==> src/rtl/ptbp_pkg.sv <==
// Shared types and constants of the per-branch two-bit predictor.
package ptbp_pkg;

  localparam int unsigned TABLE_ENTRIES_DEF = 256;
  localparam int unsigned QUEUE_DEPTH       = 2;
  localparam int unsigned QPTR_W            = 1;

  localparam int unsigned OP_W      = 2;
  localparam int unsigned SLOT_W    = 8;
  localparam int unsigned ADDR_W    = 32;
  localparam int unsigned CNT_W     = 2;
  localparam int unsigned ENTRIES_W = 9;
  localparam int unsigned ENTRY_W   = ADDR_W + CNT_W;

  localparam logic [OP_W-1:0] OP_LOAD    = 2'd0;
  localparam logic [OP_W-1:0] OP_PREDICT = 2'd1;
  localparam logic [OP_W-1:0] OP_UPDATE  = 2'd2;

  localparam logic [CNT_W-1:0] CNT_MIN       = 2'd0;
  localparam logic [CNT_W-1:0] CNT_MAX       = 2'd3;
  localparam logic [CNT_W-1:0] CNT_TAKEN_MIN = 2'd2;

  typedef enum logic [1:0] {
    KIND_LOAD    = 2'd0,
    KIND_PREDICT = 2'd1,
    KIND_UPDATE  = 2'd2,
    KIND_NOP     = 2'd3
  } op_kind_e;

  typedef struct packed {
    op_kind_e            kind;
    logic                slot_ok;
    logic [SLOT_W-1:0]   slot;
    logic [ADDR_W-1:0]   addr;
    logic                taken;
  } queue_entry_t;

  // Valid-qualified entry travelling between front, queue and back
  typedef struct packed {
    logic         valid;
    queue_entry_t entry;
  } queue_xfer_t;

endpackage

==> src/rtl/ptbp_fifo.sv <==
// Short command queue between intake and execution.
module ptbp_fifo (
  input  logic                  clk_i,
  input  logic                  rst_ni,
  input  ptbp_pkg::queue_xfer_t push_i,
  output logic                  full_o,
  output ptbp_pkg::queue_xfer_t head_o,
  input  logic                  pop_i
);

  localparam int unsigned CNTW = $clog2(ptbp_pkg::QUEUE_DEPTH + 1);

  ptbp_pkg::queue_entry_t           store_q [ptbp_pkg::QUEUE_DEPTH];
  logic [ptbp_pkg::QPTR_W-1:0]      wr_ptr_q, wr_ptr_d;
  logic [ptbp_pkg::QPTR_W-1:0]      rd_ptr_q, rd_ptr_d;
  logic [CNTW-1:0]                  count_q, count_d;
  logic                             do_push, do_pop;

  assign full_o  = count_q == CNTW'(ptbp_pkg::QUEUE_DEPTH);
  assign do_push = push_i.valid && !full_o;
  assign do_pop  = pop_i && (count_q != '0);

  always_comb begin
    wr_ptr_d = do_push ? wr_ptr_q + 1'b1 : wr_ptr_q;
    rd_ptr_d = do_pop  ? rd_ptr_q + 1'b1 : rd_ptr_q;
    count_d  = count_q;
    if (do_push && !do_pop) begin
      count_d = count_q + 1'b1;
    end else if (do_pop && !do_push) begin
      count_d = count_q - 1'b1;
    end
  end

  always_ff @(posedge clk_i or negedge rst_ni) begin
    if (!rst_ni) begin
      wr_ptr_q <= '0;
      rd_ptr_q <= '0;
      count_q  <= '0;
    end else begin
      wr_ptr_q <= wr_ptr_d;
      rd_ptr_q <= rd_ptr_d;
      count_q  <= count_d;
    end
  end

  always_ff @(posedge clk_i) begin
    if (do_push) begin
      store_q[wr_ptr_q] <= push_i.entry;
    end
  end

  assign head_o.valid = count_q != '0;
  assign head_o.entry = store_q[rd_ptr_q];

endmodule

==> config.mk <==
export PLATFORM = sky130hd
export DESIGN_NAME = ptbp_fifo
export DESIGN_NICKNAME = d
export VERILOG_FILES = /design/src/rtl/ptbp_pkg.sv /design/src/rtl/ptbp_fifo.sv
export SDC_FILE = /design/constraint.sdc
export NUM_CORES = 1
export LEC_CHECK = 0
export CELL_PAD_IN_SITES_DETAIL_PLACEMENT = 1
export CELL_PAD_IN_SITES_GLOBAL_PLACEMENT = 2
export CORE_ASPECT_RATIO = 1.1
export CORE_MARGIN = 5
export CORE_UTILIZATION = 35
export CTS_CLUSTER_SIZE = 10
export DETAILED_ROUTE_END_ITERATION = 10
export DONT_BUFFER_PORTS = 1
export GPL_ROUTABILITY_DRIVEN = 1
export HOLD_SLACK_MARGIN = 0.1
export PLACE_DENSITY = 0.61
export SLEW_MARGIN = 20
export SYNTH_ARGS = -nofsm -noshare
export SYNTH_HDL_FRONTEND = slang
export SYNTH_SLANG_ARGS = --single-unit
==> constraint.sdc <==
create_clock -name clk_i -period 6.8 [get_ports clk_i]
set_clock_uncertainty 0.1 [all_clocks]
set_input_delay 0.34 -clock clk_i [delete_from_list [all_inputs] [get_ports clk_i]]
set_output_delay 0.34 -clock clk_i [all_outputs]
set_load 0.02 [all_outputs]
**Word-level counts from Yosys, hierarchy flattened**

Memory sizes are Yosys's and may differ from the RTL's.
Index checks and enable logic that the tools add are counted.

- Muxes and demuxes: 4
- Equal/unequal tests: 1
- Add/sub/neg operators: 4
- Reduce and logical (&&, ||, !) cells: 9

Operators with widths:

| cell | count |
|---|---|
| logical AND 1 bit | 4 |
| two-way mux 2 bit | 2 |
| nonzero test 2 bit | 2 |
| zero test 1 bit | 3 |
| adder 1 bit, second input constant | 2 |
| adder 2 x 1 -> 2 bit, second input constant | 1 |
| == test 2 bit, second input constant | 1 |
| two-way mux 1 bit | 2 |
| subtractor 2 x 1 -> 2 bit, second input constant | 1 |

- Register bits: 4
- Memories kept: 1
- Bits of input ports: 48
- Memory bits (writable): 88
- Logic and storage cells: 22
- Output and inout port bits: 46

Memory list:

| name | depth | bits a word | read ports | clocked after Yosys merged registers in | write ports | line | source |
|---|---|---|---|---|---|---|---|
| store_q | 2 | 44 | 1 | 0 | 1 | ptbp_fifo.sv:13 | `ptbp_pkg::queue_entry_t store_q [ptbp_pkg::QUEUE_DEPTH];` |

**Logic depth before layout (Yosys ltp)**

- Depth in word-level cells: 7
- Depth in mapped cells: 7
- Mapped depth without buffers: 7

**Worst setup path after synthesis**

Ideal clock, no wire load.

- Path kind: reg-to-reg
- Start point: reg count_q[0]
- End point: mem store_q[0][0] (netlist name), enable pin
- Data required time: 6,255 ps
- Buffers on the path: 0
- Setup time: 445 ps
- Arrival: 2,473 ps
- Period minus slack after synthesis: 3,019 ps
- Cell stages (with the launch flop): 4
- Path slack: 3,781 ps
- Cell sequence: dfrtp_1 > nand2b_1 > nand2_1 > nor2_1

- Word-level cells in the longest chain between the ends: 5

RTL lines:

| what | line | source |
|---|---|---|
| from (decl) | ptbp_fifo.sv:16 | `logic [CNTW-1:0] count_q, count_d;` |
| from (signal assigned) | ptbp_fifo.sv:42 | `count_q <= count_d;` |
| == test 2 bit | ptbp_fifo.sv:19 | `assign full_o = count_q == CNTW'(ptbp_pkg::QUEUE_DEPTH);` |
| zero test 1 bit | ptbp_fifo.sv:20 | `assign do_push = push_i.valid && !full_o;` |
| logical AND 1 bit | ptbp_fifo.sv:20 |  |
| two-way mux 1 bit | ptbp_fifo.sv:47 | `if (do_push) begin` |
| two-way mux 1 bit (not written as such) | ptbp_fifo.sv:48 | `store_q[wr_ptr_q] <= push_i.entry;` |
| to (decl) | ptbp_fifo.sv:13 |  |

Every way passes these cells.

==> results.md <==
- Status: complete, no violations
- Final Hold Fails: 0
- Initial antenna violation count: 0
- Post-route DRC: 0
- PortBufs: 0
- Worst path arrival time: 2160 ps
- Worst Hold Endpoint: wr_ptr_q$_DFFE_PN0P_
- Syn Area/Cell: 22.92 um^2
- Clock sinks: 92
- Sequential share of the synthesized area: 0.7670
- Final WS setup: 4195 ps
- Vias in the first global route: 1826
- Leakage: 0.001554 uW
- Slowest stage cell, crit path: dfrtp_2
- N_diodes: 0
- Crit path largest cell delay: 810 ps
- RSZ-0062 raised after global routing: no
- Net Count, Synth: 205
- # nets final: 259
- Ys Warns: 0
- DRT iter0 DRCs: 59
- Skew-Pair Late Insertion Delay: 350 ps
- CTS tree: yes
- Unique masters post-synth: 16
- Fin cells: 335
- Share of post-route cells with drive strength above 1: 0.2930
- Post-DP HPWL: 4.205 mm
- Die area: 12340 um^2
- Worst-Margin Slew: 668.7 ps
- Mapped Cells: 156
- Num CTS Buffers: 9
- FF-to-FF path depth: 4
- Global-route wire length before repair: 9.880 mm
- Tmin final: 2605 ps
- Reg-to-reg endpoint: store_q[0][25]$_DFFE_PP_
- Area delta synth->final: 20.43%
- Startpoint types: register
- WL/cell: 19.51 um
- Synthesized area: 3576 um^2
- # IOs: 94
- Initial core utilization: 0.3599
- WHS Path Cells: 2
- Dpl cells: 273
- Most frequent cells in the layout: 88 x edfxtp_1, 46 x dlygate4sd3_1, 39 x mux2_4
- VDD IR max: 0.1538 mV
- GRT overflow: 0
- FF-to-FF setup slack: 4730 ps
- Setup WS pre-CTS: 4538 ps
- Crit Reg-Reg Startpoint: count_q[0]$_DFFE_PN0P_
- Required @ worst endpoint: 6360 ps
- Total GRT Usage: 0.1097
- Site row count: 38
- # H-tree levels: 3
- Largest net degree at the start of global routing: 45
- Final setup fails: 0
- PwrDens: 417.0 nW/um^2
- Setup TNS: 0 ps
- DRT Pass-1 Iters: 4
- Post-route ant nets: 0
- Die X: 106.4 um
- Clock root buffer: clkbuf_8
- Clk slew on worst S/H paths: 90 ps
- CP Capture Type: output port
- Max-Cap Viols: 0
- Max-slew headroom: 0.5542
- Via count: 1555
- Max Freq: 383.9 MHz
- Worst min-delay path category: input pin to register
- Clock buffer depth: 2
- Die height: 116.0 um
- HP Start: push_i[44]
- Vias/cell: 4.642
- Yosys reg bits: 92
- Slew Limit Fails: 0
- Crit Path Class: register to output port
- CORE AREA: 9937 um^2
- Resized cells post-CTS: 0
- Total Wirelength: 6.537 mm
- CP Cell Sequence: buf_4 > mux2_2
- Gpl congestion: 0.6386
- Commonest non-fill, non-tap cell in the layout: edfxtp_1
- CP max FO: 26
- Period utilization: 0.3830
-- state kept, by name (all words and copies together) (netlist names) --
register  count
count_q       2
rd_ptr_q      1
store_q      88
wr_ptr_q      1
-- cell type report --
class                           count  area (um^2)
Multi-Input combinational cell     57        747.0
Fill cell                         921         5630
Tap cell                          120        150.1
Inverter                            2        7.507
Clock inverter                      6        55.05
Sequential cell                    92         2744
Clock buffer                       10        127.6
Timing Repair Buffer               48        475.5
-- cells by family after synthesis --
family                   share of synthesized area
XOR/XNOR                                   0.01225
flip-flops                                  0.7670
AND/OR/NAND/NOR                            0.01015
multiplexers                                0.1795
buffers and inverters                      0.02764
adder cells (fa/ha/maj)                   0.003498
-- metrics by stage --
| step | hold slack [ps] | instance area, um^2 | total power [uW] | utilization |
|---|---|---|---|---|
| 2_1_floorplan | -55.59 | 3576 | 1404 | - |
| 3_3_place_gp | -55.38 | 3660 | 1433 | 0.3683 |
| 3_5_place_dp | -55.38 | 3660 | 1457 | 0.3683 |
| 4_1_cts | 107.3 | 4303 | 1832 | 0.4330 |
| 5_1_grt | 128.2 | 4307 | 1891 | 0.4334 |
| 6_report | 136.4 | 4307 | 1796 | 0.4334 |
-- report_power, final --
group	internal [uW]	leakage, uW	switching, uW
combinational	248	0.000600	353
clock	166	0.0000911	178
sequential	777	0.000863	73.4
-- repair_timing --
item | in CTS | in global routing
endpoints found under the hold margin | 93 | 0
buffers inserted | 0 | 0
hold buffers | 46 | 0
-- worst max-delay path by stage --
stage,from,to,slack [ps]
4_1_cts,rd_ptr_q$_DFFE_PN0P_,head_o[28],4130
5_1_grt,rd_ptr_q$_DFFE_PN0P_,head_o[29],4070
6_report,rd_ptr_q$_DFFE_PN0P_,head_o[29],4200
3_5_place_dp,rd_ptr_q$_DFFE_PN0P_,head_o[28],4540
3_3_place_gp,rd_ptr_q$_DFFE_PN0P_,head_o[29],4600
2_1_floorplan,count_q[0]$_DFFE_PN0P_,store_q[0][0]$_DFFE_PP_,3780
-- critical path: cells and delay by family, from the launching register on --
family   cells  cell delay (ps)
flops        1              810
buf+inv      1              530
mux          1              460
-- synthesized netlist by cell type --
master,count,area share
buf_12,4,0.022
xor2_1,2,0.0049
nand2_2,1,0.0018
xnor2_1,3,0.0073
nand2b_1,1,0.0018
mux2_4,39,0.16
inv_1,2,0.0021
nor2_1,2,0.0021
edfxtp_1,88,0.74
dfrtp_1,4,0.028
mux2_2,5,0.016
or2_1,1,0.0018
ha_1,1,0.0035
nand2_1,1,0.0010
and3_1,1,0.0018
buf_6,1,0.0031
-- metal layers --
metal / wire (um) / up-vias / GRT usage
met5: 0 / - / 0
met4: 70 / 0 / 0.04663
met3: 496 / 5 / 0.04624
met2: 3515 / 51 / 0.1969
met1: 2456 / 787 / 0.1127
li1: - / 712 / -
Power figures use the tool's default switching activity.
