$ cat src/rtl/ptbp_ram.sv
// Generic single-write, single-read RAM with registered read data.
module ptbp_ram #(
  parameter int unsigned WIDTH = 8,
  parameter int unsigned DEPTH = 16,
  localparam int unsigned AW   = (DEPTH > 1) ? $clog2(DEPTH) : 1
) (
  input  logic             clk_i,
  input  logic             we_i,
  input  logic [AW-1:0]    waddr_i,
  input  logic [WIDTH-1:0] wdata_i,
  input  logic             re_i,
  input  logic [AW-1:0]    raddr_i,
  output logic [WIDTH-1:0] rdata_o
);

  logic [WIDTH-1:0] mem_q [DEPTH];
  logic [WIDTH-1:0] rdata_q;

  always_ff @(posedge clk_i) begin
    if (we_i) begin
      mem_q[waddr_i] <= wdata_i;
    end
    if (re_i) begin
      rdata_q <= mem_q[raddr_i];
    end
  end

  assign rdata_o = rdata_q;

endmodule

$ cat config.mk
export PLATFORM = sky130hd
export DESIGN_NAME = ptbp_ram
export DESIGN_NICKNAME = d
export VERILOG_FILES = /design/src/rtl/ptbp_ram.sv
export SDC_FILE = /design/constraint.sdc
export NUM_CORES = 1
export LEC_CHECK = 0
export BUFFER_PORTS_ARGS = -buffer_cell sky130_fd_sc_hd__clkbuf_2
export CORE_MARGIN = 5
export CORE_UTILIZATION = 60
export DETAILED_ROUTE_END_ITERATION = 16
export MAX_ROUTING_LAYER = met4
export PLACE_DENSITY = 0.78
export SLEW_MARGIN = 30
export SYNTH_ARGS = -nofsm -noshare
export SYNTH_HDL_FRONTEND = slang
export SYNTH_SLANG_ARGS = --single-unit
export TNS_END_PERCENT = 30
$ cat constraint.sdc
create_clock -name clk_i -period 2.2 [get_ports clk_i]
set_input_delay 0.33 -clock clk_i [delete_from_list [all_inputs] [get_ports clk_i]]
set_output_delay 0.33 -clock clk_i [all_outputs]
set_load 0.1 [all_outputs]
Yosys cells after proc, flatten, opt, wreduce, memory -nomap -nowiden. Memories as Yosys holds them, arrays and structs flattened. A register that Yosys moved wholly into a read port is not among the register bits. Index checks and enable logic that the tools add are counted. W data, S select, Z words.

Register bits after elaboration: 0. Memory bits (writable): 128. Bits of input ports: 19. Output and inout bits: 8. Word-level logic and storage cells: 3. Memories kept: 1.

Memory list: mem_q (words 16, bits a word 8, rd ports 1, clocked after Yosys merged registers in 1, write ports 1, RTL line 16) `logic [WIDTH-1:0] mem_q [DEPTH];`.

Muxes and demuxes: 2.

Operators by type and width (number): $mux W1 (2).

Logic depth before layout (Yosys ltp). Gate-level depths: netlist of the first run.

Depth after elaboration: 2. Depth in mapped cells: 5. Depth with buffers taken out: 3.

Least setup slack after synthesis of the first run. OpenSTA, ideal clock, no wires.

Path type: input to register. From: in waddr_i[2]. To: mem mem_q[0][0] (enable). Library setup time: 383 ps. Arrival time: 1440 ps. Required time: 1817 ps. Setup slack: 377 ps. Stages: 2. Path buffers: 0. Cell sequence: or3b_2 nor3_1.

RTL lines: start: declaration (RTL line 9) `input logic [AW-1:0] waddr_i,`; end: declaration (RTL line 16).

No word-level cell before the write port.

Worst setup path after layout of the first run.
From: reg rdata_q[7] (netlist: rdata_o[7]), read port of mem_q. To: out rdata_o[7].

RTL lines: start: declaration (RTL line 17) `logic [WIDTH-1:0] rdata_q;`; end: declaration (RTL line 13) `output logic [WIDTH-1:0] rdata_o`.

No word-level cell between the ends.

==> results of run 1 <==
area by class of cell:
class | count | share of cell area
multi-input cells | 83 | 0.1690
well taps | 108 | 0.02160
clock buffers | 18 | 0.06679
clock inverters | 14 | 0.03559
repair buffers | 49 | 0.05439
flip-flops and latches | 136 | 0.6527
stage by stage:
step | instance area, um^2 | util | worst slack [ns] | power (mW) | cells
after detailed placement | 5617 | 0.6536 | 0.2830 | 3.351 | 376
after floorplan | 5228 | - | 0.3771 | 3.224 | 229
after global routing | 6257 | 0.7282 | 0.4857 | 6.465 | 408
after CTS | 6257 | 0.7282 | 0.4958 | 6.313 | 408
after global placement | 5617 | 0.6536 | 0.3199 | 3.339 | 376
final | 6257 | 0.7282 | 0.5296 | 6.281 | 408
metal layers:
metal | share of wire | track usage
met1 | 0.42 | 0.2830
met2 | 0.51 | 0.3250
met3 | 0.066 | 0.03957
met4 | 0.012 | 0.07769
met5 | 0 | -
cells in the mapped netlist, drive strengths merged:
cell type	n	area share
nor3	4	0.0038
nor2	13	0.0093
mux4	32	0.15
nand3b	2	0.0029
nand2b	2	0.0024
nor2b	1	0.0012
edfxtp	136	0.78
nand2	9	0.0065
buf	7	0.011
and2	1	0.0012
and2b	1	0.0014
clkdlybuf4s25	3	0.0057
a22oi	16	0.023
nand3	1	0.00096
or3b	1	0.0017
worst max path at each step:
stage                                        to                 start  slack, ns
after floorplan           mem_q[0][0]$_DFFE_PP_            waddr_i[2]       0.38
after global placement     rdata_o[2]$_DFFE_PP_            raddr_i[0]       0.32
after detailed placement   rdata_o[0]$_DFFE_PP_            raddr_i[0]       0.28
after CTS                            rdata_o[7]  rdata_o[7]$_DFFE_PP_       0.50
after global routing                 rdata_o[7]  rdata_o[7]$_DFFE_PP_       0.49
final                                rdata_o[7]  rdata_o[7]$_DFFE_PP_       0.53
state kept, by name, indices dropped and copies added, names as in the netlist:
signal	flops
mem_q	128
rdata_o	8
power breakdown:
group / internal, mW / switching [mW] / leakage (nW)
combinational: 0.119 / 0.243 / 0.613
clock: 1.97 / 1.02 / 0.306
sequential: 2.92 / 0.0152 / 1.24
kinds of logic (layout without fill, tap and decap cells):
logic type / after synthesis / count (layout)
DFF: 136 / 136
AOI/OAI and AO/OA: 16 / 16
muxes: 32 / 32
and+or+nand+nor: 35 / 35
buffers and inverters: 10 / 81
==> summary.md, run 1 <==
| Metric | Value |
|---|---|
| Top library cells by usage in the layout, fill and taps aside | `sky130_fd_sc_hd__edfxtp_1 (136), sky130_fd_sc_hd__clkbuf_2 (26), sky130_fd_sc_hd__buf_4 (20)` |
| Number of inserted filler cells in the final layout | `490` |
| Total power divided by cell area | `1004 nW/um^2` |
| Multi-input logic area | `1057 um^2` |
| Storage element area | `4084 um^2` |
| Arrival time of data at the critical path endpoint | `1.34 ns` |
| Gr ovfl total | `0` |
| Routed via count | `2,531` |
| Post-layout nets | `306` |
| Row count | `34` |
| Number of global-route vias before repair | `2,620` |
| Starting density of the core | `0.6083` |
| XOR/XNOR Fraction of Synth Area | `0` |
| Count of buffers inserted at the top-level ports | `26` |
| Ant diodes | `0` |
| Maximum Capacitance Violations | `0` |
| Avg Synthesized Cell Area | `22.83 um^2` |
| Count of endpoints failing hold in the final timing report | `0` |
| Setup Buffers After CTS | `0` |
| Maximum number of pins on one net before global-route repair | `18` |
| Endpoint class of the critical path | `output pin` |
| Hold path startpoint | `re_i` |
| Worst min-delay path endpoint | `rdata_o[4]$_DFFE_PP_` |
| Dominant combinational cell family by area after synthesis | `multiplexers` |
| Net count after synthesis | `248` |
| RSZ-0062 raised after global routing | `false` |
| Register area share after synthesis | `0.7812` |
| Library cell contributing the largest single delay on the critical path | `sky130_fd_sc_hd__clkbuf_2` |
| Wire length of the first global-routing pass | `15.10 mm` |
| Sequence of cells on the critical path | `clkbuf_2` |
| RD Place Congestion | `0.7655` |
| Status | `finished clean` |
| Post-synthesis simple-gate area fraction | `0.03135` |
| Die Y-Extent | `103.3 um` |
| End of the worst register-to-register path | `rdata_o[2]$_DFFE_PP_` |
| Slew HR | `0.6374` |
| Number of cells on the critical path | `1` |
| Critical path startpoint category | `register` |
| Average wire per cell in the routed design | `23.70 um` |
| Maximum level of the CTS H-tree | `4` |
| Post-cts repair resize count | `0` |
| Post-CTS Hold Buffers | `0` |
| Static Leakage | `2.155 nW` |
| Antenna viol nets, final | `0` |
| Number of top-level pins | `27` |
| Final critical delay including setup and external delays | `1.670 ns` |
| Post-DP HPWL | `6.234 mm` |
| WHS | `0.2343 ns` |
| Fraction of the mapped netlist area in adder cells | `0` |
| Final wirelength | `9.671 mm` |
| Number of register bits inferred by synthesis | `136` |
| Max IR drop VDD | `0.5975 mV` |
| Fmax achieved | `598.6 MHz` |
| CTS tree | `built` |
| Core Region | `8593 um^2` |
| YS warnings | `0` |
| Clock transition at the register clock pins on the worst setup and hold paths after CTS | `0.06 ns` |
| Critical path start-end classification | `reg -> out` |
| Min-Delay Path Class | `in -> reg` |
| Global routing usage summed across all routing layers | `0.2099` |
| TritonCTS Sinks | `136` |
| Slew at the pin with the worst max-slew slack | `0.5463 ns` |
| Worst Path Required | `1.87 ns` |
| Gate count of the mapped netlist | `229` |
| Slack of the worst reg-to-reg path | `0.68 ns` |
| Violation count after the first detailed-route iteration | `256` |
| Total negative slack for setup checks | `0 ns` |
| Fraction of the cycle the final worst path needs | `0.7593` |
| Number of antenna violations at the first check in global routing | `0` |
| Clk Latency, worst-skew pair | `0.50 ns` |
| Number of clock buffers inserted by TritonCTS | `17` |
| Root buffer cell | `sky130_fd_sc_hd__clkbuf_8` |
| DIE WIDTH | `103.3 um` |
| Critical path fanouts, max | `1` |
| WHS Path Cells | `1` |
| Beginning of the worst register-to-register path | `mem_q[9][2]$_DFFE_PP_` |
| Drt first pass iters | `5` |
| Final number of setup-violating endpoints | `0` |
| Area growth from synthesis to final layout | `19.70%` |
| Synthesized-area fraction occupied by ao, oa, aoi and oai cells | `0.02298` |
| Deepest clock path buffer count | `2` |
| Number of distinct library cell variants in the gate-level netlist after synthesis | `18` |
| Die Outline Area | `10,680 um^2` |
| Final Max Tran Viols | `0` |
| Share of final-layout standard cells stronger than drive strength 1 | `0.3300` |
| Worst r2r path cells | `3` |
| Cell family contributing the most delay on the critical path | `buffers and inverters` |
| Biggest cell delay along the critical path | `0.47 ns` |
| Leading cell type in the layout, fill and taps excluded | `sky130_fd_sc_hd__edfxtp_1` |
| Worst Path Buf+Inv | `1` |
| Final Skew | `0.007013 ns` |
| Cell area after technology mapping | `5228 um^2` |
| Proportion of synthesized area in mux cells | `0.1479` |
| Via-to-Cell Ratio | `6.203` |
| Residual DRC count | `0` |
(Power assumes the default switching activity.)
==> run 2, diff against run 1 <==
==> constraint.sdc (replaced) <==
create_clock -name clk_i -period 1.7 [get_ports clk_i]
set_input_delay 0.255 -clock clk_i [delete_from_list [all_inputs] [get_ports clk_i]]
set_output_delay 0.255 -clock clk_i [all_outputs]
set_load 0.1 [all_outputs]
==> run 2 against run 1 <==
- power up 23%
- via count about the same
- count of clock-buffer cells in the layout unchanged
- critical path depth unchanged
- final area down 1.2%
- die area unchanged
- register-to-register slack worse by 0.51 ns
- flip-flop and latch count unchanged
- combinational power up 29%
- sequential share of layout area up 0.81 points
- wire length up 2.7%
- critical endpoint is now rdata_o[4]
==> summary.md, run 2 (synthesized netlist as in run 1, its figures left out) <==
| Metric | Value |
|---|---|
| Number of clock buffers inserted by TritonCTS | `17 (unchanged)` |
| Hold path startpoint | `re_i` |
| Routed via count | `2,529 (-0.079%)` |
| Status | `finished clean` |
| Via-to-Cell Ratio | `6.214 (+0.17%)` |
| DIE WIDTH | `103.3 um (unchanged)` |
| Post-DP HPWL | `6.387 mm (+2.5%)` |
| Beginning of the worst register-to-register path | `mem_q[7][1]$_DFFE_PP_` |
| Endpoint class of the critical path | `output pin` |
| Maximum number of pins on one net before global-route repair | `33 (+15)` |
| Source of the critical timing path | `rdata_o[4]$_DFFE_PP_` |
| Final Skew | `0.008322 ns (+0.001309 ns)` |
| WHS Path Cells | `1 (unchanged)` |
| Final critical delay including setup and external delays | `1.635 ns` |
| Average wire per cell in the routed design | `24.41 um (+3.0%)` |
| Root buffer cell | `sky130_fd_sc_hd__clkbuf_8` |
| Worst Path Buf+Inv | `1 (unchanged)` |
| Min-Delay Path Class | `in -> reg` |
| TritonCTS Sinks | `136 (unchanged)` |
| Maximum Capacitance Violations | `0 (unchanged)` |
| End of the worst register-to-register path | `rdata_o[1]$_DFFE_PP_` |
| Worst Path Required | `1.44 ns (-0.43 ns)` |
| Violation count after the first detailed-route iteration | `219 (-14%)` |
| Die Outline Area | `10,680 um^2 (unchanged)` |
| Post-layout nets | `305 (-0.33%)` |
| Number of antenna violations at the first check in global routing | `0 (unchanged)` |
| Ant diodes | `0 (unchanged)` |
| CTS tree | `built` |
| Top library cells by usage in the layout, fill and taps aside | `sky130_fd_sc_hd__edfxtp_1 (136), sky130_fd_sc_hd__clkbuf_2 (26), sky130_fd_sc_hd__buf_4 (19)` |
| Storage element area | `4084 um^2 (unchanged)` |
| Residual DRC count | `0 (unchanged)` |
| Biggest cell delay along the critical path | `0.48 ns (about the same)` |
| Post-cts repair resize count | `0 (unchanged)` |
| Fmax achieved | `611.7 MHz` |
| Number of top-level pins | `27 (unchanged)` |
| Share of final-layout standard cells stronger than drive strength 1 | `0.3244 (-0.005585)` |
| Slack of the worst reg-to-reg path | `0.17 ns (-0.51 ns)` |
| Slew at the pin with the worst max-slew slack | `0.5502 ns (+0.003972 ns)` |
| Row count | `34 (unchanged)` |
| Multi-input logic area | `1062 um^2 (+0.47%)` |
| Drt first pass iters | `5 (unchanged)` |
| Max FFs per register | `128 (unchanged)` |
| Sequence of cells on the critical path | `clkbuf_2` |
| Area growth from synthesis to final layout | `18.24%` |
| Area of all placed cells without fillers | `6181 um^2 (-1.2%)` |
| Library cell contributing the largest single delay on the critical path | `sky130_fd_sc_hd__clkbuf_2` |
| Slew HR | `0.6347 (-0.002637)` |
| Die Y-Extent | `103.3 um (unchanged)` |
| Antenna viol nets, final | `0 (unchanged)` |
| Total power divided by cell area | `1246 nW/um^2 (+24%)` |
| Starting density of the core | `0.6083 (unchanged)` |
| Final wirelength | `9.935 mm (+2.7%)` |
| Worst min-delay path endpoint | `rdata_o[1]$_DFFE_PP_` |
| Number of inserted filler cells in the final layout | `485 (-1.0%)` |
| Count of buffers inserted at the top-level ports | `26 (unchanged)` |
| Clk Latency, worst-skew pair | `0.51 ns (about the same)` |
| Post-CTS Hold Buffers | `0 (unchanged)` |
| Critical path start-end classification | `reg -> out` |
| Critical path startpoint category | `register` |
| Final Max Tran Viols | `0 (unchanged)` |
| Largest Register | `mem_q` |
| Cell family contributing the most delay on the critical path | `buffers and inverters` |
| Max IR drop VDD | `0.8641 mV (+45%)` |
| Arrival time of data at the critical path endpoint | `1.38 ns (+0.04 ns)` |
| RD Place Congestion | `0.7492 (-2.1%)` |
| Final number of setup-violating endpoints | `0 (unchanged)` |
| Total negative slack for setup checks | `0 ns (unchanged)` |
| Deepest clock path buffer count | `2 (unchanged)` |
| Fraction of the cycle the final worst path needs | `0.9617` |
| Worst r2r path cells | `3 (unchanged)` |
| RSZ-0062 raised after global routing | `false` |
| Standard cell area after detailed placement | `5614 um^2 (about the same)` |
| Count of endpoints failing hold in the final timing report | `0 (unchanged)` |
| Setup Buffers After CTS | `0 (unchanged)` |
| Critical path fanouts, max | `1 (unchanged)` |
| Static Leakage | `2.104 nW (-2.3%)` |
| Number of global-route vias before repair | `2,576 (-1.7%)` |
| Gr ovfl total | `0 (unchanged)` |
| Core Region | `8593 um^2 (unchanged)` |
| Fraction of the core area covered by cells at the end of the flow | `0.7193 (-0.008882)` |
| Leading cell type in the layout, fill and taps excluded | `sky130_fd_sc_hd__edfxtp_1` |
| Wire length of the first global-routing pass | `15.09 mm (about the same)` |
| Global routing usage summed across all routing layers | `0.2122 (+0.002290)` |
| Maximum level of the CTS H-tree | `4 (unchanged)` |
| Clock transition at the register clock pins on the worst setup and hold paths after CTS | `0.06 ns (about the same)` |
==> run 2: cell count changes in the layout (fill, tap and decap cells not counted) <==
cell and change:
sky130_fd_sc_hd__bufinv_16 -3, sky130_fd_sc_hd__clkinvlp_4 +3, sky130_fd_sc_hd__clkinv_1 +2, sky130_fd_sc_hd__clkinv_4 -2
sky130_fd_sc_hd__buf_4 -1, sky130_fd_sc_hd__clkinv_2 -1, sky130_fd_sc_hd__inv_6 +1, sky130_fd_sc_hd__nor3_1 -1
sky130_fd_sc_hd__nor3_2 +1
==> run 2: worst max path at each step <==
| stage | end | slack (ns) | depth (start not counted) |
|---|---|---|---|
| global placement | rdata_o[1]$_DFFE_PP_ | -0.07 | 5 |
| CTS | rdata_o[7] | 0.04 | 1 |
| finish | rdata_o[4] | 0.07 | 1 |
| floorplan | rdata_o[1]$_DFFE_PP_ | 0.16 | 5 |
| global route | rdata_o[7] | 0.02 | 1 |
| detailed placement | rdata_o[1]$_DFFE_PP_ | -0.13 | 5 |
==> run 2: stage by stage <==
step	total power, mW	hold slack (ns)	std cells	worst slack [ns]
detailed placement	4.336	0.6698	375	-0.1302
global placement	4.321	0.6600	375	-0.07328
finish	7.699	0.1566	407	0.06510
floorplan	4.173	0.3539	229	0.1626
global route	7.940	0.1380	407	0.02223
CTS	7.751	0.1374	407	0.03698
==> run 2: layer usage <==
metal / wire length [um] / GRT usage
met3: 611 / 0.05298
met2: 5069 / 0.3304
met5: 0 / -
met4: 110 / 0.06574
met1: 4144 / 0.2811
==> run 2: area by class of cell <==
cell class	count	area share
clock buffers	18	0.06761
clock inverters	14	0.02409
multi-input cells	83	0.1719
flip-flops and latches	136	0.6607
well taps	108	0.02186
repair buffers	48	0.05385
==> run 2: report_power, final <==
part           total (mW)  switching (mW)  internal, mW
Combinational       0.466           0.311         0.155
Clock                3.43            1.34          2.09
Sequential           3.81          0.0255          3.78
Total                7.70            1.68          6.02
