`src/rtl/ptbp_pkg.sv`:
```
// Shared types and constants of the per-branch two-bit predictor.
package ptbp_pkg;

  localparam int unsigned TABLE_ENTRIES_DEF = 256;
  localparam int unsigned QUEUE_DEPTH       = 2;
  localparam int unsigned QPTR_W            = 1;

  localparam int unsigned OP_W      = 2;
  localparam int unsigned SLOT_W    = 8;
  localparam int unsigned ADDR_W    = 32;
  localparam int unsigned CNT_W     = 2;
  localparam int unsigned ENTRIES_W = 9;
  localparam int unsigned ENTRY_W   = ADDR_W + CNT_W;

  localparam logic [OP_W-1:0] OP_LOAD    = 2'd0;
  localparam logic [OP_W-1:0] OP_PREDICT = 2'd1;
  localparam logic [OP_W-1:0] OP_UPDATE  = 2'd2;

  localparam logic [CNT_W-1:0] CNT_MIN       = 2'd0;
  localparam logic [CNT_W-1:0] CNT_MAX       = 2'd3;
  localparam logic [CNT_W-1:0] CNT_TAKEN_MIN = 2'd2;

  typedef enum logic [1:0] {
    KIND_LOAD    = 2'd0,
    KIND_PREDICT = 2'd1,
    KIND_UPDATE  = 2'd2,
    KIND_NOP     = 2'd3
  } op_kind_e;

  typedef struct packed {
    op_kind_e            kind;
    logic                slot_ok;
    logic [SLOT_W-1:0]   slot;
    logic [ADDR_W-1:0]   addr;
    logic                taken;
  } queue_entry_t;

  // Valid-qualified entry travelling between front, queue and back
  typedef struct packed {
    logic         valid;
    queue_entry_t entry;
  } queue_xfer_t;

endpackage

```
`src/rtl/ptbp_back.sv`:
```
// Execution sequencer: loads slots, scans the table and updates counters.
module ptbp_back #(
  parameter int unsigned TABLE_ENTRIES = ptbp_pkg::TABLE_ENTRIES_DEF,
  localparam int unsigned AW = (TABLE_ENTRIES > 1) ? $clog2(TABLE_ENTRIES) : 1
) (
  input  logic                             clk_i,
  input  logic                             rst_ni,
  input  ptbp_pkg::queue_xfer_t            head_i,
  output logic                             pop_o,
  input  logic [ptbp_pkg::ENTRIES_W-1:0]   entries_in_use_i,
  output logic                             ram_we_o,
  output logic [AW-1:0]                    ram_waddr_o,
  output logic [ptbp_pkg::ENTRY_W-1:0]     ram_wdata_o,
  output logic                             ram_re_o,
  output logic [AW-1:0]                    ram_raddr_o,
  input  logic [ptbp_pkg::ENTRY_W-1:0]     ram_rdata_i,
  output logic                             result_valid_o,
  output logic                             predict_taken_o,
  output logic                             hit_o,
  output logic [ptbp_pkg::CNT_W-1:0]       counter_value_o
);

  localparam int unsigned CW = $clog2(TABLE_ENTRIES + 1);
  localparam int unsigned LW = (CW > ptbp_pkg::ENTRIES_W) ? CW : ptbp_pkg::ENTRIES_W;

  typedef enum logic [1:0] {
    ST_IDLE = 2'b01,
    ST_SCAN = 2'b10
  } state_e;

  state_e                          state_q, state_d;
  ptbp_pkg::queue_entry_t          cmd_q, cmd_d;
  logic [CW-1:0]                   rd_idx_q, rd_idx_d;
  logic [AW-1:0]                   cmp_idx_q, cmp_idx_d;
  logic                            res_valid_q, res_valid_d;
  logic                            res_taken_q, res_taken_d;
  logic                            res_hit_q, res_hit_d;
  logic [ptbp_pkg::CNT_W-1:0]      res_cnt_q, res_cnt_d;

  logic [LW-1:0]                   limit_lw;
  logic [CW-1:0]                   limit;
  logic [ptbp_pkg::ADDR_W-1:0]     rd_addr;
  logic [ptbp_pkg::CNT_W-1:0]      rd_cnt;
  logic [ptbp_pkg::CNT_W-1:0]      new_cnt;
  logic [ptbp_pkg::CNT_W-1:0]      out_cnt;
  logic                            match;

  // clamp the configured count to the table size
  assign limit_lw = (LW'(entries_in_use_i) > LW'(TABLE_ENTRIES)) ?
                    LW'(TABLE_ENTRIES) : LW'(entries_in_use_i);
  assign limit    = limit_lw[CW-1:0];

  assign rd_addr = ram_rdata_i[ptbp_pkg::ENTRY_W-1:ptbp_pkg::CNT_W];
  assign rd_cnt  = ram_rdata_i[ptbp_pkg::CNT_W-1:0];
  assign match   = rd_addr == cmd_q.addr;

  always_comb begin
    new_cnt = rd_cnt;
    if (cmd_q.taken) begin
      if (rd_cnt != ptbp_pkg::CNT_MAX) new_cnt = rd_cnt + 1'b1;
    end else begin
      if (rd_cnt != ptbp_pkg::CNT_MIN) new_cnt = rd_cnt - 1'b1;
    end
  end

  assign out_cnt = (cmd_q.kind == ptbp_pkg::KIND_UPDATE) ? new_cnt : rd_cnt;

  always_comb begin
    state_d     = state_q;
    cmd_d       = cmd_q;
    rd_idx_d    = rd_idx_q;
    cmp_idx_d   = cmp_idx_q;
    res_valid_d = 1'b0;
    res_taken_d = 1'b0;
    res_hit_d   = 1'b0;
    res_cnt_d   = ptbp_pkg::CNT_MIN;
    pop_o       = 1'b0;
    ram_we_o    = 1'b0;
    ram_waddr_o = '0;
    ram_wdata_o = '0;
    ram_re_o    = 1'b0;
    ram_raddr_o = '0;

    unique case (state_q)
      ST_IDLE: begin
        if (head_i.valid) begin
          pop_o = 1'b1;
          cmd_d = head_i.entry;
          unique case (head_i.entry.kind)
            ptbp_pkg::KIND_LOAD: begin
              ram_we_o    = head_i.entry.slot_ok;
              ram_waddr_o = AW'(head_i.entry.slot);
              ram_wdata_o = {head_i.entry.addr, ptbp_pkg::CNT_MIN};
              res_valid_d = 1'b1;
            end
            ptbp_pkg::KIND_PREDICT, ptbp_pkg::KIND_UPDATE: begin
              if (limit == '0) begin
                res_valid_d = 1'b1;
              end else begin
                // start the scan at slot zero
                ram_re_o    = 1'b1;
                ram_raddr_o = '0;
                cmp_idx_d   = '0;
                rd_idx_d    = CW'(1);
                state_d     = ST_SCAN;
              end
            end
            default: begin
              res_valid_d = 1'b1;
            end
          endcase
        end
      end
      ST_SCAN: begin
        priority if (match) begin
          ram_we_o    = cmd_q.kind == ptbp_pkg::KIND_UPDATE;
          ram_waddr_o = cmp_idx_q;
          ram_wdata_o = {cmd_q.addr, new_cnt};
          res_valid_d = 1'b1;
          res_hit_d   = 1'b1;
          res_cnt_d   = out_cnt;
          res_taken_d = out_cnt >= ptbp_pkg::CNT_TAKEN_MIN;
          state_d     = ST_IDLE;
        end else if (rd_idx_q < limit) begin
          // advance to the next slot
          ram_re_o    = 1'b1;
          ram_raddr_o = rd_idx_q[AW-1:0];
          cmp_idx_d   = rd_idx_q[AW-1:0];
          rd_idx_d    = rd_idx_q + 1'b1;
        end else begin
          res_valid_d = 1'b1;
          state_d     = ST_IDLE;
        end
      end
      default: begin
        state_d = ST_IDLE;
      end
    endcase
  end

  always_ff @(posedge clk_i or negedge rst_ni) begin
    if (!rst_ni) begin
      state_q     <= ST_IDLE;
      res_valid_q <= 1'b0;
    end else begin
      state_q     <= state_d;
      res_valid_q <= res_valid_d;
    end
  end

  always_ff @(posedge clk_i) begin
    cmd_q       <= cmd_d;
    rd_idx_q    <= rd_idx_d;
    cmp_idx_q   <= cmp_idx_d;
    res_taken_q <= res_taken_d;
    res_hit_q   <= res_hit_d;
    res_cnt_q   <= res_cnt_d;
  end

  assign result_valid_o  = res_valid_q;
  assign predict_taken_o = res_taken_q;
  assign hit_o           = res_hit_q;
  assign counter_value_o = res_cnt_q;

endmodule

```
`config.mk`:
```
export PLATFORM = sky130hd
export DESIGN_NAME = ptbp_back
export DESIGN_NICKNAME = d
export VERILOG_FILES = /design/src/rtl/ptbp_pkg.sv /design/src/rtl/ptbp_back.sv
export SDC_FILE = /design/constraint.sdc
export NUM_CORES = 1
export LEC_CHECK = 0
export BUFFER_PORTS_ARGS = -buffer_cell sky130_fd_sc_hd__buf_2
export CORE_AREA = 5 5 88 151
export CTS_BUF_LIST = sky130_fd_sc_hd__clkbuf_16
export DETAILED_ROUTE_END_ITERATION = 16
export DIE_AREA = 0 0 93 156
export SYNTH_ARGS = -nofsm -noshare
export SYNTH_HDL_FRONTEND = slang
export SYNTH_SLANG_ARGS = --single-unit
```
`constraint.sdc`:
```
create_clock -name clk_i -period 3.8 [get_ports clk_i]
set_input_delay 0.19 -clock clk_i [delete_from_list [all_inputs] [get_ports clk_i]]
set_output_delay 0.19 -clock clk_i [all_outputs]
set_load 0.1 [all_outputs]
```
Yosys cells after proc, flatten, opt, wreduce, memory -nomap -nowiden --
Cells that the tools add are included.
Storage, ports and cells: logic and storage cells 91, register bits after elaboration 59, bits of input ports 90, output and inout bits 58
Operators by class: equal/unequal tests 13, add/sub/neg operators 3, reductions and logical operators 9, mux-type cells 53, $lt $le $gt $ge 3
Operators with widths (number):
- 34-bit 2-to-1 mux | 3
- 8-bit 2-to-1 mux | 11
- 34-bit one-hot mux with 2 select lines | 1
- 9-bit 2-to-1 mux | 6
- 32-bit == test | 1
- 8-bit one-hot mux with 2 select lines | 2
- 2-bit 2-to-1 mux | 9
- 9-bit one-hot mux with 2 select lines | 1
- 1-bit 2-to-1 mux | 16
- 2-bit != test (second input constant) | 5
- 9-bit by 1-bit adder with 9-bit output (second input constant) | 1
- 9-bit > comparator (second input constant) | 1
- 9-bit logical NOT | 1
- 9-bit < comparator | 1
- 2-bit == test (second input constant) | 3
- 1-bit one-hot mux with 2 select lines | 3
- 6-bit AND reduction | 1
- 2-bit by 1-bit == test with 1-bit output (second input constant) | 2
- 2-bit one-hot mux with 2 select lines | 1
- 2-bit AND reduction | 2
- 4-bit AND reduction | 1
- 2-bit nonzero test | 2
- 3-bit != test (second input constant) | 1
- 2-bit by 1-bit adder with 2-bit output (second input constant) | 1
- 5 further kinds | 5

Logic depth before layout (Yosys ltp) --
Gate-level depths: netlist (run 1).
depth after elaboration 7, depth in mapped cells 8, mapped depth without buffers 8

Least setup slack after synthesis (run 1) --
OpenSTA, ideal clock, no wires.
path type flip-flop to output port, start register state_q[0], end output ram_re_o, path slack 368 ps, stages on the path, launching flop included 4, required time 3610 ps, arrival 3242 ps, buffers on the path 0, path through dfstp_2 inv_1 ha_1 o32ai_1
On the way: longest elaborated chain between the ends 2, elaborated cells on any way between the ends 3, those cells by class eq/ne: 2; mux: 1
RTL lines:
- start: declaration | RTL line ptbp_back.sv:31 | state_e state_q, state_d;
- start signal: assignment | RTL line ptbp_back.sv:146 | state_q <= state_d;
- 2-bit == test or 2-bit by 1-bit == test with 1-bit output (tied branches) | RTL line ptbp_back.sv:84 | unique case (state_q)
- 1-bit one-hot mux with 2 select lines (*) | RTL line ptbp_back.sv:84
- end: declaration | RTL line ptbp_back.sv:14 | output logic ram_re_o,
Every way passes the cells marked *; elsewhere a longest branch is shown, timed or not.

Worst setup path in the final report (run 1) --
start register rd_idx_q[8], end output ram_re_o
On the way: longest elaborated chain between the ends 4
RTL lines:
- start: declaration | RTL line ptbp_back.sv:33 | logic [CW-1:0] rd_idx_q, rd_idx_d;
- start signal: assignment | RTL line ptbp_back.sv:153 | rd_idx_q <= rd_idx_d;
- 9-bit < comparator | RTL line ptbp_back.sv:124 | end else if (rd_idx_q < limit) begin
- 1-bit 2-to-1 mux | RTL line ptbp_back.sv:124
- 1-bit 2-to-1 mux | RTL line ptbp_back.sv:115 | priority if (match) begin
- 1-bit one-hot mux with 2 select lines | RTL line ptbp_back.sv:84
No other way between the ends.

==> impl_metrics.py, run 1 <==
metrics = {
    "critical_path": {
        "worstPathRequired_ns": 3.61,
        "rr_startpoint": "rd_idx_q[8]",
        "path_class": "reg -> out",
        "crit_path_end_kind": "output pin",
        "path_max_fanout": 3,
        "worstReg2RegEnd": "cmp_idx_q[6]",
        "critPathArrivalTime_ns": 2.91,
        "rrSetupSlack_ns": 0.89,
        "reg2reg_depth": 8,
        "critPathLaunchType": "register",
    },
    "clocking": {
        "hold_buffers": 1,
        "post_cts_buffers": 0,
        "cts_resized": 0,
        "clkTransAtPathRegs_ns": 0.05,
        "clkSinkCount": 58,
        "root_buffer": "clkbuf_16",
        "htreeDepth": 3,
        "clock_latency_ns": 0.33,
        "clk_path_buf_depth": 2,
        "numCtsBuffers": 9,
        "cts_tree": "done",
    },
    "synthesis": {
        "synthesis.nets": 462,
        "yosysTopAreaCell": "edfxtp_1",
        "synth_cell_types": 46,
        "synth_top_area_share_pct": 44.99,
        "ys.warnings.count": 0,
        "synth.area.mux_share_pct": 0,
        "ys_seq_area_share_pct": 48.92,
        "syn_inst": 360,
        "synthAdderAreaFrac_pct": 4.326,
        "synth-seq-cells": 58,
        "netlist_area_sq_um": 3471,
        "synth_top_family_by_area": "simple AND/OR/NAND/NOR gates",
        "async_reset_ff_share_pct": 5.172,
        "synth_xor_area_share_pct": 9.084,
        "synth.avg_cell_area_sq_um": 9.641,
        "ys.flop_type": "edfxtp_1",
        "synth_area_leaders": "edfxtp_1 45%, xnor2_1 8.8%, nand2_1 6.1%",
        "synth_edf_count": 52,
        "synth-simple-area-share_pct": 17.84,
        "synth_compound_area_share_pct": 12.87,
    },
    "floorplan": {
        "io_pins": 148,
        "core_area_sq_um": 11940,
        "dieArea_sq_um": 14510,
        "initial_utilization_pct": 29.08,
        "die_x_um": 93,
        "fp.dieH_um": 156,
        "row_count": 53,
    },
    "finish": {
        "final_common_cell": "buf_2",
        "layout_common_cells": "139 x buf_2, 56 x nand2_1, 52 x edfxtp_1, 51 x inv_1, 42 x o21ai_1",
        "layout-drive-gt1-share_pct": 33.53,
        "num_antenna_cells": 0,
        "fillers": 1194,
        "area_growth_pct": 38.82,
        "fin_nets": 616,
    },
    "routing": {
        "antenna_left": 0,
        "drt_iter0_drc": 120,
        "post-route-drc-count": 0,
        "routed_wl_um": 10370,
        "via_per_inst": 4.674,
        "wl_per_cell_um": 15.81,
        "via_count": 3066,
        "dr.pass1.iters": 4,
    },
    "sta": {
        "setup_violations": 0,
        "slew_headroom_pct": 52.21,
        "worst_slew_pin_slew_ns": 0.7169,
        "finalCriticalPeriod_ns": 3.095,
        "setup_tns_ns": 0,
        "finClkSkew_ns": 0.009737,
        "rsz0062_at_grt": "false",
        "fin_ws_ns": 0.7049,
        "timing.hold.ws_ns": 0.04327,
        "drv_slew": 0,
        "post-route-period-util_pct": 81.45,
        "finalHoldViolations": 0,
        "max_freq_ghz": 0.3231,
    },
    "worst_hold_path": {
        "whs_endpoint": "cmd_q[0]",
        "worstHoldPathCells": 1,
        "worstHoldPathType": "in -> reg",
        "hp-start": "head_i[0]",
    },
    "power_and_ir_drop": {
        "power.leakage_nw": 2.218,
        "peakVddDrop_v": 0.0002087,
        "p_per_area_nw_per_um2": 575.1,
        "power_mw": 2.771,
    },
    "placement": {
        "hpwl_um": 8316,
        "port_buffers": 147,
        "gp_congestion": 0.8235,
        "dp_slack_ns": 0.8129,
    },
    "global_routing": {
        "grt_start_max_net_pins": 44,
        "grt_usage_pct": 14.41,
        "grt-ovfl-total": 0,
        "grt_pass1_vias": 3115,
        "grt_pass1_wl_um": 15770,
        "antenna_found_initial": 0,
    },
    "run": {
        "cap_violations": 0,
    },
    "outcome": {
        "outcome": "completed",
    },
}
## sequential cells by signal, indices dropped and copies added, names as in the netlist
register	count
rd_idx_q	9
cmp_idx_q	8
cmd_q	35
result_valid_o	1
state_q	2
counter_value_o	1
predict_taken_o	1
hit_o	1
## cells in the mapped netlist (2+ instances only)
master / count
and3_1: 2
or3_1: 4
buf_2: 4
nand2_1: 56
dfxtp_1: 3
nand3_1: 6
nor4_4: 2
nand2b_1: 3
nand4_1: 11
nor3b_1: 2
o21ai_0: 8
edfxtp_1: 52
clkbuf_1: 6
dfrtp_1: 2
nor2_1: 8
a21oi_1: 5
a21boi_0: 3
and2_1: 20
ha_1: 12
xnor2_1: 35
o21ai_1: 42
inv_1: 50
## where the power goes
group	internal [mW]	total [mW]	switching [mW]
logic	0.285	0.965	0.681
clock network	0.566	0.847	0.281
registers	0.871	0.959	0.0873
## worst max-delay path, stage by stage, from the launching register on
cell and delay [ns]:
edfxtp_1 0.44, ha_1 0.32, and3_1 0.22, a221oi_1 0.42, o31ai_1 0.20, a211o_1 0.28
o32ai_1 0.19, buf_2 0.51
## cells by family after synthesis
logic type | after synthesis
buffers and inverters | 62
XOR/XNOR | 36
adder cells (fa/ha/maj) | 12
AND/OR/NAND/NOR | 119
AO/OA/AOI/OAI | 73
flip-flops | 58
## per-stage QoR
step / utilization, % / std cells / cell area, sq um
after floorplan: - / 360 / 3471
after global placement: 37.68 / 639 / 4498
after detailed placement: 37.68 / 639 / 4498
after CTS: 40.37 / 656 / 4818
after global routing: 40.37 / 656 / 4818
final: 40.37 / 656 / 4818
## routing by layer
layer | routed length, um | track usage, %
met3 | 596 | 2.413
met1 | 3831 | 14.91
met4 | 250 | 7.966
met2 | 5692 | 26.99
met5 | 0 | 0
## layout make-up
| cell class | count | area [sq um] | share of cell area, % |
|---|---|---|---|
| multi-input cells | 240 | 1536 | 31.89 |
| well taps | 137 | 171.4 | 3.558 |
| clock buffers | 9 | 225.2 | 4.674 |
| repair buffers | 154 | 910.9 | 18.90 |
| clock inverters | 7 | 85.08 | 1.766 |
| flip-flops and latches | 58 | 1698 | 35.24 |
| inverters | 51 | 191.4 | 3.973 |
## worst max-delay path by stage
stage	from	endpoint	slack (ns)	cells past startpoint
6_report	rd_idx_q[8]	ram_re_o	0.70	7
3_3_place_gp	entries_in_use_i[8]	cmp_idx_q[2]	1.01	10
2_1_floorplan	state_q[0]	ram_re_o	0.37	3
3_5_place_dp	entries_in_use_i[8]	cmp_idx_q[2]	0.81	10
4_1_cts	rd_idx_q[6]	ram_re_o	0.71	7
5_1_grt	cmd_q[25]	ram_wdata_o[9]	0.56	7
Power figures use the tool's default switching activity.
==> inputs of run 2 (changes only) <==
Settings changed: ABC_AREA set to 1, CORE_AREA 5 5 88 151 to 5 5 90 155, DIE_AREA 0 0 93 156 to 0 0 95 160.
Clock period 3.8 ns to 3 ns, I/O delays scaled along.
==> run 2 against run 1 <==
Effect of this change:
- synthesized cell count increased by 27%
- sequential share of layout area fell by 4.8 points
- combinational power increased by 91%
- die area is 4.8% higher
- critical path type unchanged
- largest cell class is now multi-input combinational cells
- largest power group unchanged
- highest routed layer unchanged
==> impl_metrics.py, run 2 <==
metrics = {
    "sta": {
        "worst_slew_pin_slew_ns": 0.5108,
        "finalHoldViolations": 0,
        "fin_ws_ns": 0.2376,
        "drv_slew": 0,
        "finClkSkew_ns": 0.008084,
        "slew_headroom_pct": 65.91,
        "post-route-period-util_pct": 92.08,
        "rsz0062_at_grt": "false",
        "setup_violations": 0,
        "setup_tns_ns": 0,
        "finalCriticalPeriod_ns": 2.762,
        "max_freq_ghz": 0.3620,
    },
    "floorplan": {
        "initial_utilization_pct": 29.42,
        "die_x_um": 95,
        "io_pins": 148,
        "core_area_sq_um": 12430,
        "dieArea_sq_um": 15200,
        "row_count": 54,
        "fp.dieH_um": 160,
    },
    "finish": {
        "fin_nets": 712,
        "fillers": 1242,
        "seq_area_sq_um": 1698,
        "top_regs": "cmd_q (35), rd_idx_q (9), cmp_idx_q (8)",
        "final_common_cell": "nand2_1",
        "largest_reg_flops": 35,
        "top_register": "cmd_q",
        "num_antenna_cells": 0,
        "layout_common_cells": "134 x nand2_1, 104 x buf_2, 52 x edfxtp_1, 51 x inv_1, 51 x nand3_1",
        "multi_input_area_sq_um": 1730,
        "layout-drive-gt1-share_pct": 34.80,
        "area_growth_pct": 52.41,
    },
    "critical_path": {
        "worstPathRequired_ns": 2.85,
        "worstPathBufferInverterCount": 1,
        "path_class": "reg -> out",
        "path_depth": 9,
        "reg2reg_depth": 9,
        "critPathArrivalTime_ns": 2.61,
        "cp_top_family": "simple AND/OR/NAND/NOR gates",
        "crit_slowest_cell": "edfxtp_1",
        "worstReg2RegEnd": "cmp_idx_q[0]",
        "crit_path_end_kind": "output pin",
        "worst_path_largest_cell_delay_ns": 0.50,
        "critPathLaunchType": "register",
        "rrSetupSlack_ns": 0.55,
        "crit_chain": "ha_1, a21oi_1, o21ai_0, nand2_1, nand3_1, nor2_1, nand2_1, nor2_1, buf_2",
        "path_max_fanout": 13,
        "rr_startpoint": "rd_idx_q[2]",
    },
    "routing": {
        "routed_wl_um": 11580,
        "via_count": 3549,
        "wl_per_cell_um": 14.78,
        "antenna_left": 0,
        "post-route-drc-count": 0,
        "via_per_inst": 4.533,
        "drt_iter0_drc": 131,
        "dr.pass1.iters": 4,
    },
    "synthesis": {
        "synth_edf_count": 52,
        "synth.avg_cell_area_sq_um": 8.020,
        "ys_seq_area_share_pct": 46.42,
        "synth_cell_types": 29,
        "synth-seq-cells": 58,
        "syn_inst": 456,
        "netlist_area_sq_um": 3657,
        "synth_area_leaders": "edfxtp_1 43%, nand2_1 17%, nand3_1 7.0%",
        "synthesis.nets": 558,
        "synth_top_area_share_pct": 42.70,
        "ys.warnings.count": 0,
        "synth.most_common_cell": "nand2_1",
        "async_reset_ff_share_pct": 5.172,
        "synth_common_cells": "164 x nand2_1, 52 x edfxtp_1, 51 x nand3_1",
        "yosysTopAreaCell": "edfxtp_1",
        "ys.flop_type": "edfxtp_1",
    },
    "clocking": {
        "post_cts_buffers": 0,
        "clk_path_buf_depth": 2,
        "cts_tree": "done",
        "clock_latency_ns": 0.32,
        "clkTransAtPathRegs_ns": 0.05,
        "numCtsBuffers": 9,
        "clkSinkCount": 58,
        "htreeDepth": 3,
        "root_buffer": "clkbuf_16",
    },
    "global_routing": {
        "grt_pass1_wl_um": 17950,
        "grt-ovfl-total": 0,
        "grt_usage_pct": 15.39,
        "grt_start_max_net_pins": 45,
        "antenna_found_initial": 0,
        "grt_pass1_vias": 3632,
    },
    "worst_hold_path": {
        "hp-start": "head_i[4]",
        "whs_endpoint": "cmd_q[4]",
        "worstHoldPathType": "in -> reg",
        "worstHoldPathCells": 1,
    },
    "power_and_ir_drop": {
        "p_per_area_nw_per_um2": 738.8,
        "peakVddDrop_v": 0.0004445,
        "power.leakage_nw": 2.611,
    },
    "placement": {
        "dp_slack_ns": 0.3044,
        "gp_congestion": 0.8365,
        "hpwl_um": 9220,
        "port_buffers": 147,
    },
    "run": {
        "cap_violations": 0,
    },
    "outcome": {
        "outcome": "completed",
    },
}
[run 2: cell types whose count changed after synthesis, sizes merged, moves of 3 or more]
cell    before  now
nand3        6   59
nand4       11    2
o21ai       51    7
or3          4    0
buf          5   10
nor2         8   40
xnor2       35   24
nand2       56  165
nand2b       3    0
and2        20    0
a21oi        5   12
nor3         0    3
[run 2: power breakdown]
part	total, mW	internal [mW]	switching [mW]
registers	1.40	1.21	0.187
clock network	0.880	0.541	0.340
logic	1.84	0.515	1.33
[run 2: routing by layer]
layer / wire [um] / up-vias / GRT usage, % / share of wire [%]
li1: - / 1776 / - / -
met3: 538 / 15 / 2.872 / 4.6
met5: 0 / - / 0 / 0
met2: 6740 / 103 / 30.90 / 58
met4: 233 / 0 / 5.650 / 2.0
met1: 4065 / 1655 / 14.67 / 35
[run 2: worst max path at each step]
stage | slack (ns) | endpoint | startpoint
after floorplan | 0.04 | ram_raddr_o[0] | entries_in_use_i[0]
after global placement | 0.35 | cmp_idx_q[0] | entries_in_use_i[0]
after detailed placement | 0.30 | rd_idx_q[1] | entries_in_use_i[0]
after CTS | 0.22 | ram_raddr_o[7] | rd_idx_q[2]
after global routing | 0.07 | ram_re_o | entries_in_use_i[0]
final | 0.24 | ram_raddr_o[7] | rd_idx_q[2]
[run 2: what timing repair did]
action,4_1_cts,5_1_grt
endpoints found under the hold margin,4,0
gates resized for setup,0,0
hold buffers,2,0
[run 2: cells by family (layout without fill, tap and decap cells)]
family | count (synthesis) | count (layout) | synth area share [%]
AND/OR/NAND/NOR | 272 | 272 | 31.88
buffers and inverters | 67 | 226 | 8.416
flip-flops | 58 | 58 | 46.43
XOR/XNOR | 24 | 24 | 5.747
AO/OA/AOI/OAI | 23 | 23 | 3.421
adder cells (fa/ha/maj) | 12 | 12 | 4.105
[run 2: per-stage QoR]
stage | utilization (%) | power [mW] | cells | hold slack (ns) | instance area, sq um
2_1_floorplan | - | 2.688 | 456 | -0.1456 | 3740
3_3_place_gp | 42.62 | 3.224 | 765 | -0.04687 | 5299
3_5_place_dp | 42.62 | 3.261 | 765 | -0.04758 | 5299
4_1_cts | 44.84 | 4.150 | 783 | 0.006088 | 5574
5_1_grt | 44.84 | 4.362 | 783 | 0.004665 | 5574
6_report | 44.84 | 4.118 | 783 | 0.01889 | 5574
[run 2: area by class of cell]
class	instances	area share (%)
sequential	58	30.46
tap	168	3.771
clock inverter	7	0.5387
inverter	52	3.569
clock buffer	9	4.040
multi-input combinational	331	31.04
timing repair buffer	158	26.58
